### src/sv/md5_pkg.sv
// Package: MD5 constants, tables, round functions and shared types.
`default_nettype none
package md5_pkg;

  localparam int unsigned FifoDepth = 2;

  localparam logic [31:0] InitA = 32'h67452301;
  localparam logic [31:0] InitB = 32'hEFCDAB89;
  localparam logic [31:0] InitC = 32'h98BADCFE;
  localparam logic [31:0] InitD = 32'h10325476;

  localparam logic [7:0] PadByte = 8'h80;
  localparam logic [5:0] LenPos = 6'd56;

  // queued word: packed bytes, effective count, last flag
  typedef struct packed {
    logic [31:0] data;
    logic [2:0]  cnt;
    logic        last;
  } md5_word_t;

  typedef enum logic [2:0] {
    ST_IDLE,
    ST_LOAD,
    ST_ROUND,
    ST_FOLD,
    ST_PAD,
    ST_OUT
  } md5_state_t;

  function automatic logic [31:0] round_k(input logic [5:0] i);
    logic [31:0] k;
    case (i)
      6'd0: k = 32'hd76aa478;  6'd1: k = 32'he8c7b756;  6'd2: k = 32'h242070db;
      6'd3: k = 32'hc1bdceee;  6'd4: k = 32'hf57c0faf;  6'd5: k = 32'h4787c62a;
      6'd6: k = 32'ha8304613;  6'd7: k = 32'hfd469501;  6'd8: k = 32'h698098d8;
      6'd9: k = 32'h8b44f7af;  6'd10: k = 32'hffff5bb1; 6'd11: k = 32'h895cd7be;
      6'd12: k = 32'h6b901122; 6'd13: k = 32'hfd987193; 6'd14: k = 32'ha679438e;
      6'd15: k = 32'h49b40821; 6'd16: k = 32'hf61e2562; 6'd17: k = 32'hc040b340;
      6'd18: k = 32'h265e5a51; 6'd19: k = 32'he9b6c7aa; 6'd20: k = 32'hd62f105d;
      6'd21: k = 32'h02441453; 6'd22: k = 32'hd8a1e681; 6'd23: k = 32'he7d3fbc8;
      6'd24: k = 32'h21e1cde6; 6'd25: k = 32'hc33707d6; 6'd26: k = 32'hf4d50d87;
      6'd27: k = 32'h455a14ed; 6'd28: k = 32'ha9e3e905; 6'd29: k = 32'hfcefa3f8;
      6'd30: k = 32'h676f02d9; 6'd31: k = 32'h8d2a4c8a; 6'd32: k = 32'hfffa3942;
      6'd33: k = 32'h8771f681; 6'd34: k = 32'h6d9d6122; 6'd35: k = 32'hfde5380c;
      6'd36: k = 32'ha4beea44; 6'd37: k = 32'h4bdecfa9; 6'd38: k = 32'hf6bb4b60;
      6'd39: k = 32'hbebfbc70; 6'd40: k = 32'h289b7ec6; 6'd41: k = 32'heaa127fa;
      6'd42: k = 32'hd4ef3085; 6'd43: k = 32'h04881d05; 6'd44: k = 32'hd9d4d039;
      6'd45: k = 32'he6db99e5; 6'd46: k = 32'h1fa27cf8; 6'd47: k = 32'hc4ac5665;
      6'd48: k = 32'hf4292244; 6'd49: k = 32'h432aff97; 6'd50: k = 32'hab9423a7;
      6'd51: k = 32'hfc93a039; 6'd52: k = 32'h655b59c3; 6'd53: k = 32'h8f0ccc92;
      6'd54: k = 32'hffeff47d; 6'd55: k = 32'h85845dd1; 6'd56: k = 32'h6fa87e4f;
      6'd57: k = 32'hfe2ce6e0; 6'd58: k = 32'ha3014314; 6'd59: k = 32'h4e0811a1;
      6'd60: k = 32'hf7537e82; 6'd61: k = 32'hbd3af235; 6'd62: k = 32'h2ad7d2bb;
      default: k = 32'heb86d391;
    endcase
    return k;
  endfunction

  function automatic logic [4:0] round_s(input logic [5:0] i);
    logic [4:0] s;
    case ({i[5:4], i[1:0]})
      4'd0: s = 5'd7;   4'd1: s = 5'd12;  4'd2: s = 5'd17;  4'd3: s = 5'd22;
      4'd4: s = 5'd5;   4'd5: s = 5'd9;   4'd6: s = 5'd14;  4'd7: s = 5'd20;
      4'd8: s = 5'd4;   4'd9: s = 5'd11;  4'd10: s = 5'd16; 4'd11: s = 5'd23;
      4'd12: s = 5'd6;  4'd13: s = 5'd10; 4'd14: s = 5'd15; default: s = 5'd21;
    endcase
    return s;
  endfunction

  // message word index used by round i
  function automatic logic [3:0] round_g(input logic [5:0] i);
    logic [3:0] g;
    case (i[5:4])
      2'd0: g = i[3:0];
      2'd1: g = 4'(5 * i[3:0] + 1);
      2'd2: g = 4'(3 * i[3:0] + 5);
      default: g = 4'(7 * i[3:0]);
    endcase
    return g;
  endfunction

endpackage
`default_nettype wire

### src/sv/md5_if.sv
// Valid/ready channel interfaces for the MD5 engine.
`default_nettype none
interface md5_in_if;
  logic        valid;
  logic        ready;
  logic [31:0] data_word;
  logic [2:0]  byte_count;
  logic        last_word;
  modport source (output valid, data_word, byte_count, last_word, input ready);
  modport sink (input valid, data_word, byte_count, last_word, output ready);
endinterface

interface md5_out_if;
  logic        valid;
  logic        ready;
  logic [63:0] digest_low;
  logic [63:0] digest_high;
  modport source (output valid, digest_low, digest_high, input ready);
  modport sink (input valid, digest_low, digest_high, output ready);
endinterface
`default_nettype wire

### src/sv/md5_ram.sv
// Generic single-port-write, single-read RAM with registered read.
`default_nettype none
module md5_ram #(
  parameter int unsigned Width = 32,
  parameter int unsigned Depth = 16
) (
  input  wire logic                     clk,
  input  wire logic                     we,
  input  wire logic [$clog2(Depth)-1:0] waddr,
  input  wire logic [Width-1:0]         wdata,
  input  wire logic [$clog2(Depth)-1:0] raddr,
  output logic      [Width-1:0]         rdata
);
  logic [Width-1:0] mem [Depth];

  always_ff @(posedge clk) begin
    if (we) begin
      mem[waddr] <= wdata;
    end
    rdata <= mem[raddr];
  end
endmodule
`default_nettype wire

### src/sv/md5_front.sv
// Front end: accepts words, normalizes the byte count, feeds the queue.
`default_nettype none
module md5_front #(
  parameter int unsigned Depth = md5_pkg::FifoDepth
) (
  input  wire logic              clk,
  input  wire logic              rst,
  md5_in_if.sink                 in_ch,
  output logic                   q_valid,
  input  wire logic              q_pop,
  output md5_pkg::md5_word_t     q_word
);
  import md5_pkg::*;

  localparam int unsigned AW = (Depth > 1) ? $clog2(Depth) : 1;

  md5_word_t      slots [Depth];
  logic [AW-1:0]  wp;
  logic [AW-1:0]  rp;
  logic [AW:0]    used;
  md5_word_t      w_in;
  logic           push;

  always_comb begin
    w_in.data = in_ch.data_word;
    w_in.last = in_ch.last_word;
    w_in.cnt  = (!in_ch.last_word || in_ch.byte_count > 3'd4) ? 3'd4 : in_ch.byte_count;
  end

  assign in_ch.ready = (used != (AW+1)'(Depth));
  assign push    = in_ch.valid && in_ch.ready;
  assign q_valid = (used != '0);
  assign q_word  = slots[rp];

  always_ff @(posedge clk) begin
    if (push) begin
      slots[wp] <= w_in;
    end
    if (rst) begin
      wp   <= '0;
      rp   <= '0;
      used <= '0;
    end else begin
      if (push) begin
        wp <= (wp == AW'(Depth - 1)) ? '0 : AW'(wp + 1'b1);
      end
      if (q_pop) begin
        rp <= (rp == AW'(Depth - 1)) ? '0 : AW'(rp + 1'b1);
      end
      used <= (AW+1)'(used + (AW+1)'(push) - (AW+1)'(q_pop));
    end
  end
endmodule
`default_nettype wire

### src/sv/md5_back.sv
// Back end: byte packing, padding, 64-round compression and digest output.
`default_nettype none
module md5_back (
  input  wire logic              clk,
  input  wire logic              rst,
  input  wire logic              q_valid,
  output logic                   q_pop,
  input  wire md5_pkg::md5_word_t q_word,
  md5_out_if.source              out_ch
);
  import md5_pkg::*;

  md5_state_t  state, state_next;
  logic [31:0] ca, cb, cc, cd;        // chaining values
  logic [31:0] a, b, c, d;            // working variables
  logic [5:0]  fill;                  // bytes held in block
  logic [63:0] mbits;
  logic [63:0] total;                 // length latched at last word
  logic [31:0] wbuf;                  // word under assembly
  logic [31:0] pend;                  // bytes still to push
  logic [2:0]  pcnt;
  logic        plast;
  logic        padding;               // in padding phase
  logic        pad_first;             // 0x80 not yet pushed
  logic        len_blk;               // current block carries the length
  logic [5:0]  rnd;
  logic [63:0] out_lo, out_hi;
  logic        out_v;
  // set when the block going into compression carries the length bytes
  logic        done_len;

  logic        ram_we;
  logic [3:0]  ram_waddr, ram_raddr;
  logic [31:0] ram_rdata;

  // one byte push per cycle in LOAD/PAD
  logic [7:0]  pbyte;
  logic [31:0] wbuf_next_w;
  logic [5:0]  fill_inc;

  md5_ram #(.Width(32), .Depth(16)) u_ram (
    .clk(clk), .we(ram_we), .waddr(ram_waddr), .wdata(wbuf_next_w),
    .raddr(ram_raddr), .rdata(ram_rdata)
  );

  always_comb begin
    if (padding) begin
      if (pad_first) begin
        pbyte = PadByte;
      end else if (len_blk && (fill >= LenPos)) begin
        pbyte = total[8*(fill[2:0]) +: 8];
      end else begin
        pbyte = 8'h00;
      end
    end else begin
      pbyte = pend[7:0];
    end
    wbuf_next_w = wbuf;
    wbuf_next_w[8*fill[1:0] +: 8] = pbyte;
    fill_inc = 6'(fill + 1'b1);
  end

  logic [31:0] f, t, rot, sum;
  logic [4:0]  sh;
  always_comb begin
    case (rnd[5:4])
      2'd0: f = (b & c) | (~b & d);
      2'd1: f = (b & d) | (c & ~d);
      2'd2: f = b ^ c ^ d;
      default: f = c ^ (b | ~d);
    endcase
    t   = a + f + ram_rdata + round_k(rnd);
    sh  = round_s(rnd);
    rot = (t << sh) | (t >> (6'd32 - {1'b0, sh}));
    sum = b + rot;
  end

  logic byte_step;
  assign byte_step = (state == ST_PAD) || ((state == ST_LOAD) && (pcnt != 3'd0));
  assign ram_we    = byte_step && (fill[1:0] == 2'd3);
  assign ram_waddr = fill[5:2];
  // read address leads round counter by one (registered read)
  assign ram_raddr = (state == ST_ROUND) ? round_g(6'(rnd + 1'b1)) : round_g(6'd0);

  always_comb begin
    state_next = state;
    q_pop = 1'b0;
    case (state)
      ST_IDLE: begin
        if (q_valid) begin
          q_pop = 1'b1;
          state_next = ST_LOAD;
        end
      end
      ST_LOAD: begin
        if (pcnt == 3'd0) begin
          state_next = plast ? ST_PAD : ST_IDLE;
        end else if (fill == 6'd63) begin
          state_next = ST_ROUND;
        end else if (pcnt == 3'd1) begin
          state_next = plast ? ST_PAD : ST_IDLE;
        end
      end
      ST_PAD: begin
        if (fill == 6'd63) begin
          state_next = ST_ROUND;
        end
      end
      ST_ROUND: begin
        if (rnd == 6'd63) begin
          state_next = ST_FOLD;
        end
      end
      ST_FOLD: begin
        if (padding && done_len) begin
          state_next = ST_OUT;
        end else if (padding) begin
          state_next = ST_PAD;
        end else if (pcnt != 3'd0) begin
          state_next = ST_LOAD;
        end else begin
          state_next = plast ? ST_PAD : ST_IDLE;
        end
      end
      ST_OUT: begin
        if (!out_v) begin
          state_next = ST_IDLE;
        end
      end
      default: state_next = ST_IDLE;
    endcase
  end

  always_ff @(posedge clk) begin
    if (rst) begin
      state <= ST_IDLE;
      ca <= InitA; cb <= InitB; cc <= InitC; cd <= InitD;
      fill <= '0; mbits <= '0; pcnt <= '0; plast <= 1'b0;
      padding <= 1'b0; pad_first <= 1'b0; done_len <= 1'b0; len_blk <= 1'b0;
      rnd <= '0; out_v <= 1'b0; pend <= '0;
    end else begin
      state <= state_next;
      if (out_v && out_ch.ready) begin
        out_v <= 1'b0;
      end
      case (state)
        ST_IDLE: begin
          if (q_valid) begin
            pend  <= q_word.data;
            pcnt  <= q_word.cnt;
            plast <= q_word.last;
            mbits <= mbits + {58'd0, q_word.cnt, 3'd0};
          end
        end
        ST_LOAD: begin
          if (pcnt != 3'd0) begin
            wbuf <= wbuf_next_w;
            fill <= fill_inc;
            pend <= {8'h00, pend[31:8]};
            pcnt <= 3'(pcnt - 1'b1);
          end
          if (state_next == ST_PAD) begin
            padding   <= 1'b1;
            pad_first <= 1'b1;
            total     <= mbits;
          end
          if (state_next == ST_ROUND) begin
            a <= ca; b <= cb; c <= cc; d <= cd; rnd <= '0;
          end
        end
        ST_PAD: begin
          wbuf <= wbuf_next_w;
          fill <= fill_inc;
          pad_first <= 1'b0;
          // 0x80 at byte 56 or later pushes the length into a second block
          if (pad_first) begin
            len_blk <= (fill < LenPos);
          end
          if (fill == 6'd63) begin
            a <= ca; b <= cb; c <= cc; d <= cd; rnd <= '0;
            done_len <= !pad_first && len_blk;
          end
        end
        ST_ROUND: begin
          a <= d; d <= c; c <= b; b <= sum;
          rnd <= 6'(rnd + 1'b1);
        end
        ST_FOLD: begin
          ca <= ca + a; cb <= cb + b; cc <= cc + c; cd <= cd + d;
          if (state_next == ST_PAD) begin
            done_len <= 1'b0;
            len_blk  <= 1'b1;
            // last word ended exactly on a block boundary
            if (!padding) begin
              padding   <= 1'b1;
              pad_first <= 1'b1;
              total     <= mbits;
            end
          end
          if (state_next == ST_OUT) begin
            out_lo <= {cb + b, ca + a};
            out_hi <= {cd + d, cc + c};
            out_v  <= 1'b1;
          end
        end
        ST_OUT: begin
          if (!out_v) begin
            ca <= InitA; cb <= InitB; cc <= InitC; cd <= InitD;
            fill <= '0; mbits <= '0; padding <= 1'b0; plast <= 1'b0;
            done_len <= 1'b0;
          end
        end
        default: ;
      endcase
    end
  end

  assign out_ch.valid       = out_v;
  assign out_ch.digest_low  = out_lo;
  assign out_ch.digest_high = out_hi;
endmodule
`default_nettype wire

### src/sv/md5_message_digest.sv
// Top level of the streaming MD5 engine: front queue plus compression back end.
//
//   channel  | dir | payload
//   ---------+-----+------------------------------------------
//   in_ch    | in  | data_word[31:0], byte_count[2:0], last_word
//   out_ch   | out | digest_low[63:0], digest_high[63:0]
//
// Each word is dequeued in IDLE and its bytes are packed in LOAD.
// A full 64-byte block then runs the MD5 rounds (one MD5 round per cycle,
// message word from a 16x32 RAM read one round ahead) and a fold step.
// The last word adds padding at one byte per cycle, one or two blocks.
// rst is synchronous; the chaining values and counters reload on reset
// and again once the digest is taken. Until it is full, the front queue keeps
// taking words during compression; the back end stalls on an untaken digest.
`default_nettype none
module md5_message_digest #(
  parameter int unsigned QueueDepth = md5_pkg::FifoDepth
) (
  input wire logic clk,
  input wire logic rst,
  md5_in_if.sink   in_ch,
  md5_out_if.source out_ch
);
  import md5_pkg::*;

  logic      q_valid;
  logic      q_pop;
  md5_word_t q_word;

  md5_front #(.Depth(QueueDepth)) u_front (
    .clk(clk), .rst(rst), .in_ch(in_ch),
    .q_valid(q_valid), .q_pop(q_pop), .q_word(q_word)
  );

  md5_back u_back (
    .clk(clk), .rst(rst),
    .q_valid(q_valid), .q_pop(q_pop), .q_word(q_word),
    .out_ch(out_ch)
  );
endmodule
`default_nettype wire
### src/flat_wrapper.sv
// flat-port wrapper written by rule: the top's interface ports become plain ports
module md5_message_digest_flat import md5_pkg::*;
#(
  parameter int unsigned QueueDepth = md5_pkg::FifoDepth
)
  (clk, rst, in_ch_valid, in_ch_data_word, in_ch_byte_count, in_ch_last_word, in_ch_ready, out_ch_valid, out_ch_digest_low, out_ch_digest_high, out_ch_ready);
  md5_in_if in_ch_i ();
  md5_out_if out_ch_i ();
  input wire logic clk;
  input wire logic rst;
  input wire logic [$bits(in_ch_i.valid)-1:0] in_ch_valid;
  input wire logic [$bits(in_ch_i.data_word)-1:0] in_ch_data_word;
  input wire logic [$bits(in_ch_i.byte_count)-1:0] in_ch_byte_count;
  input wire logic [$bits(in_ch_i.last_word)-1:0] in_ch_last_word;
  output wire logic [$bits(in_ch_i.ready)-1:0] in_ch_ready;
  output wire logic [$bits(out_ch_i.valid)-1:0] out_ch_valid;
  output wire logic [$bits(out_ch_i.digest_low)-1:0] out_ch_digest_low;
  output wire logic [$bits(out_ch_i.digest_high)-1:0] out_ch_digest_high;
  input wire logic [$bits(out_ch_i.ready)-1:0] out_ch_ready;
  assign in_ch_i.valid = in_ch_valid;
  assign in_ch_i.data_word = in_ch_data_word;
  assign in_ch_i.byte_count = in_ch_byte_count;
  assign in_ch_i.last_word = in_ch_last_word;
  assign in_ch_ready = in_ch_i.ready;
  assign out_ch_valid = out_ch_i.valid;
  assign out_ch_digest_low = out_ch_i.digest_low;
  assign out_ch_digest_high = out_ch_i.digest_high;
  assign out_ch_i.ready = out_ch_ready;
  md5_message_digest #(.QueueDepth(QueueDepth)) u_core (.clk(clk), .rst(rst), .in_ch(in_ch_i), .out_ch(out_ch_i));
endmodule
### config.mk
export PLATFORM = sky130hd
export DESIGN_NAME = md5_message_digest_flat
export DESIGN_NICKNAME = d
export VERILOG_FILES = /design/src/sv/md5_pkg.sv /design/src/sv/md5_if.sv /design/src/sv/md5_ram.sv /design/src/sv/md5_front.sv /design/src/sv/md5_back.sv /design/src/sv/md5_message_digest.sv /design/src/flat_wrapper.sv
export SDC_FILE = /design/constraint.sdc
export NUM_CORES = 2
export LEC_CHECK = 0
export BUFFER_PORTS_ARGS = -buffer_cell sky130_fd_sc_hd__buf_4
export CORE_MARGIN = 2
export CORE_UTILIZATION = 30
export CTS_CLUSTER_SIZE = 8
export DETAILED_ROUTE_END_ITERATION = 10
export GPL_TIMING_DRIVEN = 0
export SLEW_MARGIN = 40
export SYNTH_ARGS = -nofsm -noshare
export SYNTH_HDL_FRONTEND = slang
export SYNTH_HIERARCHICAL = 1
export SYNTH_SLANG_ARGS = --single-unit
### constraint.sdc
create_clock -name clk -period 12 [get_ports clk]
set_input_delay 0.6 -clock clk [delete_from_list [all_inputs] [get_ports clk]]
set_output_delay 0.6 -clock clk [all_outputs]
set_load 0.05 [all_outputs]
==> parameters.txt <==
Parameter                              Value

Run status
  Status ... finished clean

CTS
  Sink count of the clock tree ... 1252
  CTS tree ... done
  Maximum clock insertion buffer count ... 3
  CTS Root Cell ... sky130_fd_sc_hd__clkbuf_16
  Level count of the clock H-tree ... 4
  CTS clock-pin slew for the worst setup and hold paths ... 0.07 ns
  Post-CTS setup buffer count ... 0
  Clock latency at the later pin of the worst-skew pair ... 0.84 ns
  Total clock buffers created by CTS ... 176

Synthesis
  Per-instance average area after synthesis ... between 10 and 15 um^2
  Synthesized Nets ... 6175
  Synthesis-stage register bit count ... 1252
  Dominant synthesized flop cell ... sky130_fd_sc_hd__edfxtp_1
  Cell accounting for the most synthesized area ... sky130_fd_sc_hd__edfxtp_1
  Sequential share of the synthesized area ... 0.525
  Yosys Warn Count ... 6
  Syn Std Cell Area ... ~66000 um^2
  EDFF count, synth ... 933
  Share of synthesized registers carrying an async set or reset ... 0
  Share of the synthesized area in the top cell type ... 0.428
  Most area-consuming cells after synthesis ... sky130_fd_sc_hd__edfxtp_1 (43%), sky130_fd_sc_hd__dfxtp_1 (9.7%), sky130_fd_sc_hd__mux4_2 (5.3%), sky130_fd_sc_hd__ha_1 (4.2%), sky130_fd_sc_hd__nand2_1 (4.1%)
  Number of library cell types mapped by synthesis ... about 110
  Synthesized netlist cell count ... 5845

Layout
  Most used cells in the layout excluding fill and tap cells ... sky130_fd_sc_hd__edfxtp_1 (933), sky130_fd_sc_hd__nand2_1 (707), sky130_fd_sc_hd__nor2_1 (409)
  Area added between synthesis and finish ... 18.8%
  Final Net Count ... roughly 6.6k
  Most common cell after layout, fill and taps aside ... sky130_fd_sc_hd__edfxtp_1
  Count of placed standard cells in the final layout, fillers left out ... 9284
  Fraction of layout cells with a size suffix above 1 ... 0.132

Floorplan
  Floorplan die height ... around 470 um
  Die width ... about 470 um
  Site Rows ... 171
  Top-level I/O count ... 170
  Initial cell density of the core ... 0.302
  Core region area ... 217000 um^2
  Area of the die ... about 220000 um^2

Global route
  Global-route wire length before repair ... 352000 um
  Maximum number of pins on one net before global-route repair ... 46
  Number of antenna violations at the first check in global routing ... 17
  Global-route total usage across every layer ... 0.215
  Via count of the first global-routing pass ... 50.3k
  Sum of overflow across all layers after global routing ... 0

Run
  Maxcap violations ... 0

Hold path
  Tightest Hold Check Type ... in -> reg

Timing
  Skew final ... 0.0932 ns
  Total count of hold-check failures in the final report ... 0
  Worst relative slew slack ... 0.351
  Actual slew at the worst max-slew pin ... 0.964 ns
  Max Clock Freq ... 87.5 MHz
  Fin Setup TNS ... 0 ns
  Minimum clock period after layout ... 11.43 ns
  Count of final max-slew check failures ... 0
  Share of the clock period used by the worst path ... 0.953
  Tightest hold margin ... 0.0899 ns
  Unrepaired setup endpoints after global routing ... no
  # setup viols final ... 0

Pwr
  Total power divided by cell area ... around 140 nW/um^2
  Clock network power share ... 0.442
  Power share of the sequential group ... 0.466
  Cell leakage power ... 28.2 nW
  Fraction of power spent switching nets ... 0.251
  Net switching power figure ... 0.00269 W
  Final Total Pwr ... 0.0107 W
  Internal power of the cells ... ~0.008 W
  Relative contribution of combinational cells to total power ... 0.091
  Maximum vdd ir drop ... 0.000145 V

Critical path
  Delay of the slowest cell on the worst path ... 0.63 ns
  Critical path endpoint category ... register
  Register-to-register path setup slack ... 0.57 ns
  Required time at the worst-slack endpoint ... 12.64 ns
  Cell with the largest stage delay on the worst path ... sky130_fd_sc_hd__buf_1
  Cell mode on critical path ... sky130_fd_sc_hd__o21ai_1
  Worst Path Class, Setup ... reg -> reg
  Critical Path AT ... approximately 12 ns
  Kind of launch point of the worst setup path ... register
  Largest fanout of any net on the critical path ... 10

Place
  Dpl cells ... 8942
  Routability cong. ... 0.953
  Detailed-placement wirelength estimate ... about 190000 um
  Number of I/O port buffers ... 169

Route
  Number of search-and-repair iterations in the first detailed-routing pass ... 7
  Average wire length per cell after detail routing ... 26.5 um
  Wirelength, routed ... between 200000 and 250000 um
  Via density per instance ... 5.54
  Via count ... 51.5k
  Antenna-violating nets left ... 0
  Final routed DRC violation total ... 0
  Count of routing violations after the opening detailed-route iteration ... 5789
## repair_timing
item,in CTS,in global routing
gates resized for setup,0,6
endpoints found under the setup margin,0,4
hold buffers,34,0
endpoints found under the hold margin,67,0
## worst max-delay path, delay by kind of cell (launching register included)
kind / cells / cell delay [ns]
adder cells (fa/ha/maj): 4 / 1.73
buffers and inverters: 5 / 1.88
flip-flops: 1 / 0.36
multiplexers: 1 / 0.48
AO/OA/AOI/OAI: 15 / 4.66
XOR/XNOR: 3 / 1.18
AND/OR/NAND/NOR: 7 / 0.93
## synth_stat cells, types with 72 or more instances
cell / count
sky130_fd_sc_hd__a22oi_1: 136
sky130_fd_sc_hd__mux2i_1: 72
sky130_fd_sc_hd__o22ai_1: 121
sky130_fd_sc_hd__nor3_1: 125
sky130_fd_sc_hd__a21o_1: 91
sky130_fd_sc_hd__ha_1: 222
sky130_fd_sc_hd__dfxtp_1: 319
sky130_fd_sc_hd__edfxtp_1: 933
sky130_fd_sc_hd__nand2_1: 708
sky130_fd_sc_hd__nand2b_1: 86
sky130_fd_sc_hd__clkbuf_1: 226
sky130_fd_sc_hd__xor2_1: 127
sky130_fd_sc_hd__nand3_1: 106
sky130_fd_sc_hd__nor2_1: 427
sky130_fd_sc_hd__o21ai_0: 273
sky130_fd_sc_hd__mux4_2: 153
sky130_fd_sc_hd__inv_1: 294
sky130_fd_sc_hd__a21oi_1: 320
sky130_fd_sc_hd__xnor2_1: 158
## worst paths after layout
path                                      start                                  to  depth (start not counted)
min                                         rst      u_core/u_front/rp$_SDFFE_PP0P_                          2
min reg2reg  u_core/u_back/pcnt[1]$_SDFFE_PP0P_  u_core/u_back/pcnt[1]$_SDFFE_PP0P_                          2
max           u_core/u_back/rnd[5]$_SDFFE_PP0P_       u_core/u_back/b[31]$_DFFE_PP_                         35
max reg2reg   u_core/u_back/rnd[5]$_SDFFE_PP0P_       u_core/u_back/b[31]$_DFFE_PP_                         35
## cell families (layout without fill, tap and decap cells)
| family | count (synthesis) | in the layout | share of synthesized area |
|---|---|---|---|
| flops | 1252 | 1252 | 0.525 |
| compound gates | 1428 | 1428 | 0.146 |
| mux | 284 | 284 | 0.0740 |
| other cells | 0 | 6 | 0 |
| xor+xnor | 286 | 286 | 0.0385 |
| simple gates | 1690 | 1690 | 0.117 |
| buf+inv | 612 | 1191 | 0.0362 |
| fa+ha+maj | 293 | 293 | 0.0636 |
## state kept, by name, summed over array words and instances, names as in the netlist, 32 cells and up, named ones only
signal / flops
u_core/u_back/u_ram/mem: 512
u_core/u_front/slots: 72
u_core/u_back/out_ch.digest_high: 64
u_core/u_back/out_ch.digest_low: 64
u_core/u_back/mbits: 61
u_core/u_back/total: 61
u_core/u_back/a: 32
u_core/u_back/b: 32
u_core/u_back/c: 32
u_core/u_back/ca: 32
u_core/u_back/cb: 32
u_core/u_back/cc: 32
u_core/u_back/cd: 32
u_core/u_back/d: 32
u_core/u_back/pend: 32
u_core/u_back/u_ram/rdata: 32
u_core/u_back/wbuf: 32
## stage by stage
stage,setup slack (ns),utilization,area (um^2)
5_1_grt,0.0319,0.358,77800
4_1_cts,0.0874,0.358,77700
3_5_place_dp,0.141,0.332,72100
6_report,0.569,0.358,77800
2_1_floorplan,3.20,-,65500
3_3_place_gp,-0.882,0.324,70300
## final cells by class
class | count | area, um^2
Timing Repair Buffer | 279 | 2870
Clock buffer | 282 | 4840
Inverter | 301 | 1130
Sequential cell | 1252 | 34400
Buffer | 311 | 1290
Clock inverter | 18 | 420
Antenna cell | 6 | 15.0
Multi-Input combinational cell | 3981 | 29300
Tap cell | 2854 | 3570
Fill cell | 21200 | 139000
## routing by layer
metal / vias up / wire length (um) / GRT usage
met5: - / 60 / 0
met4: 10 / 14200 / 0.114
met3: 540 / 17800 / 0.0355
met2: 2431 / 112000 / 0.342
met1: 25800 / 102000 / 0.281
li1: 22600 / - / -
## power groups by stage
stage	clock (W)	sequential, W	combinational (W)
6_report	0.00474	0.00499	0.000977
4_1_cts	0.00482	0.00499	0.000972
2_1_floorplan	0	0.00504	0.000590
3_3_place_gp	0	0.00508	0.000862
3_5_place_dp	0	0.00507	0.000958
5_1_grt	0.00501	0.00500	0.00106
Power figures use the tool's default switching activity.
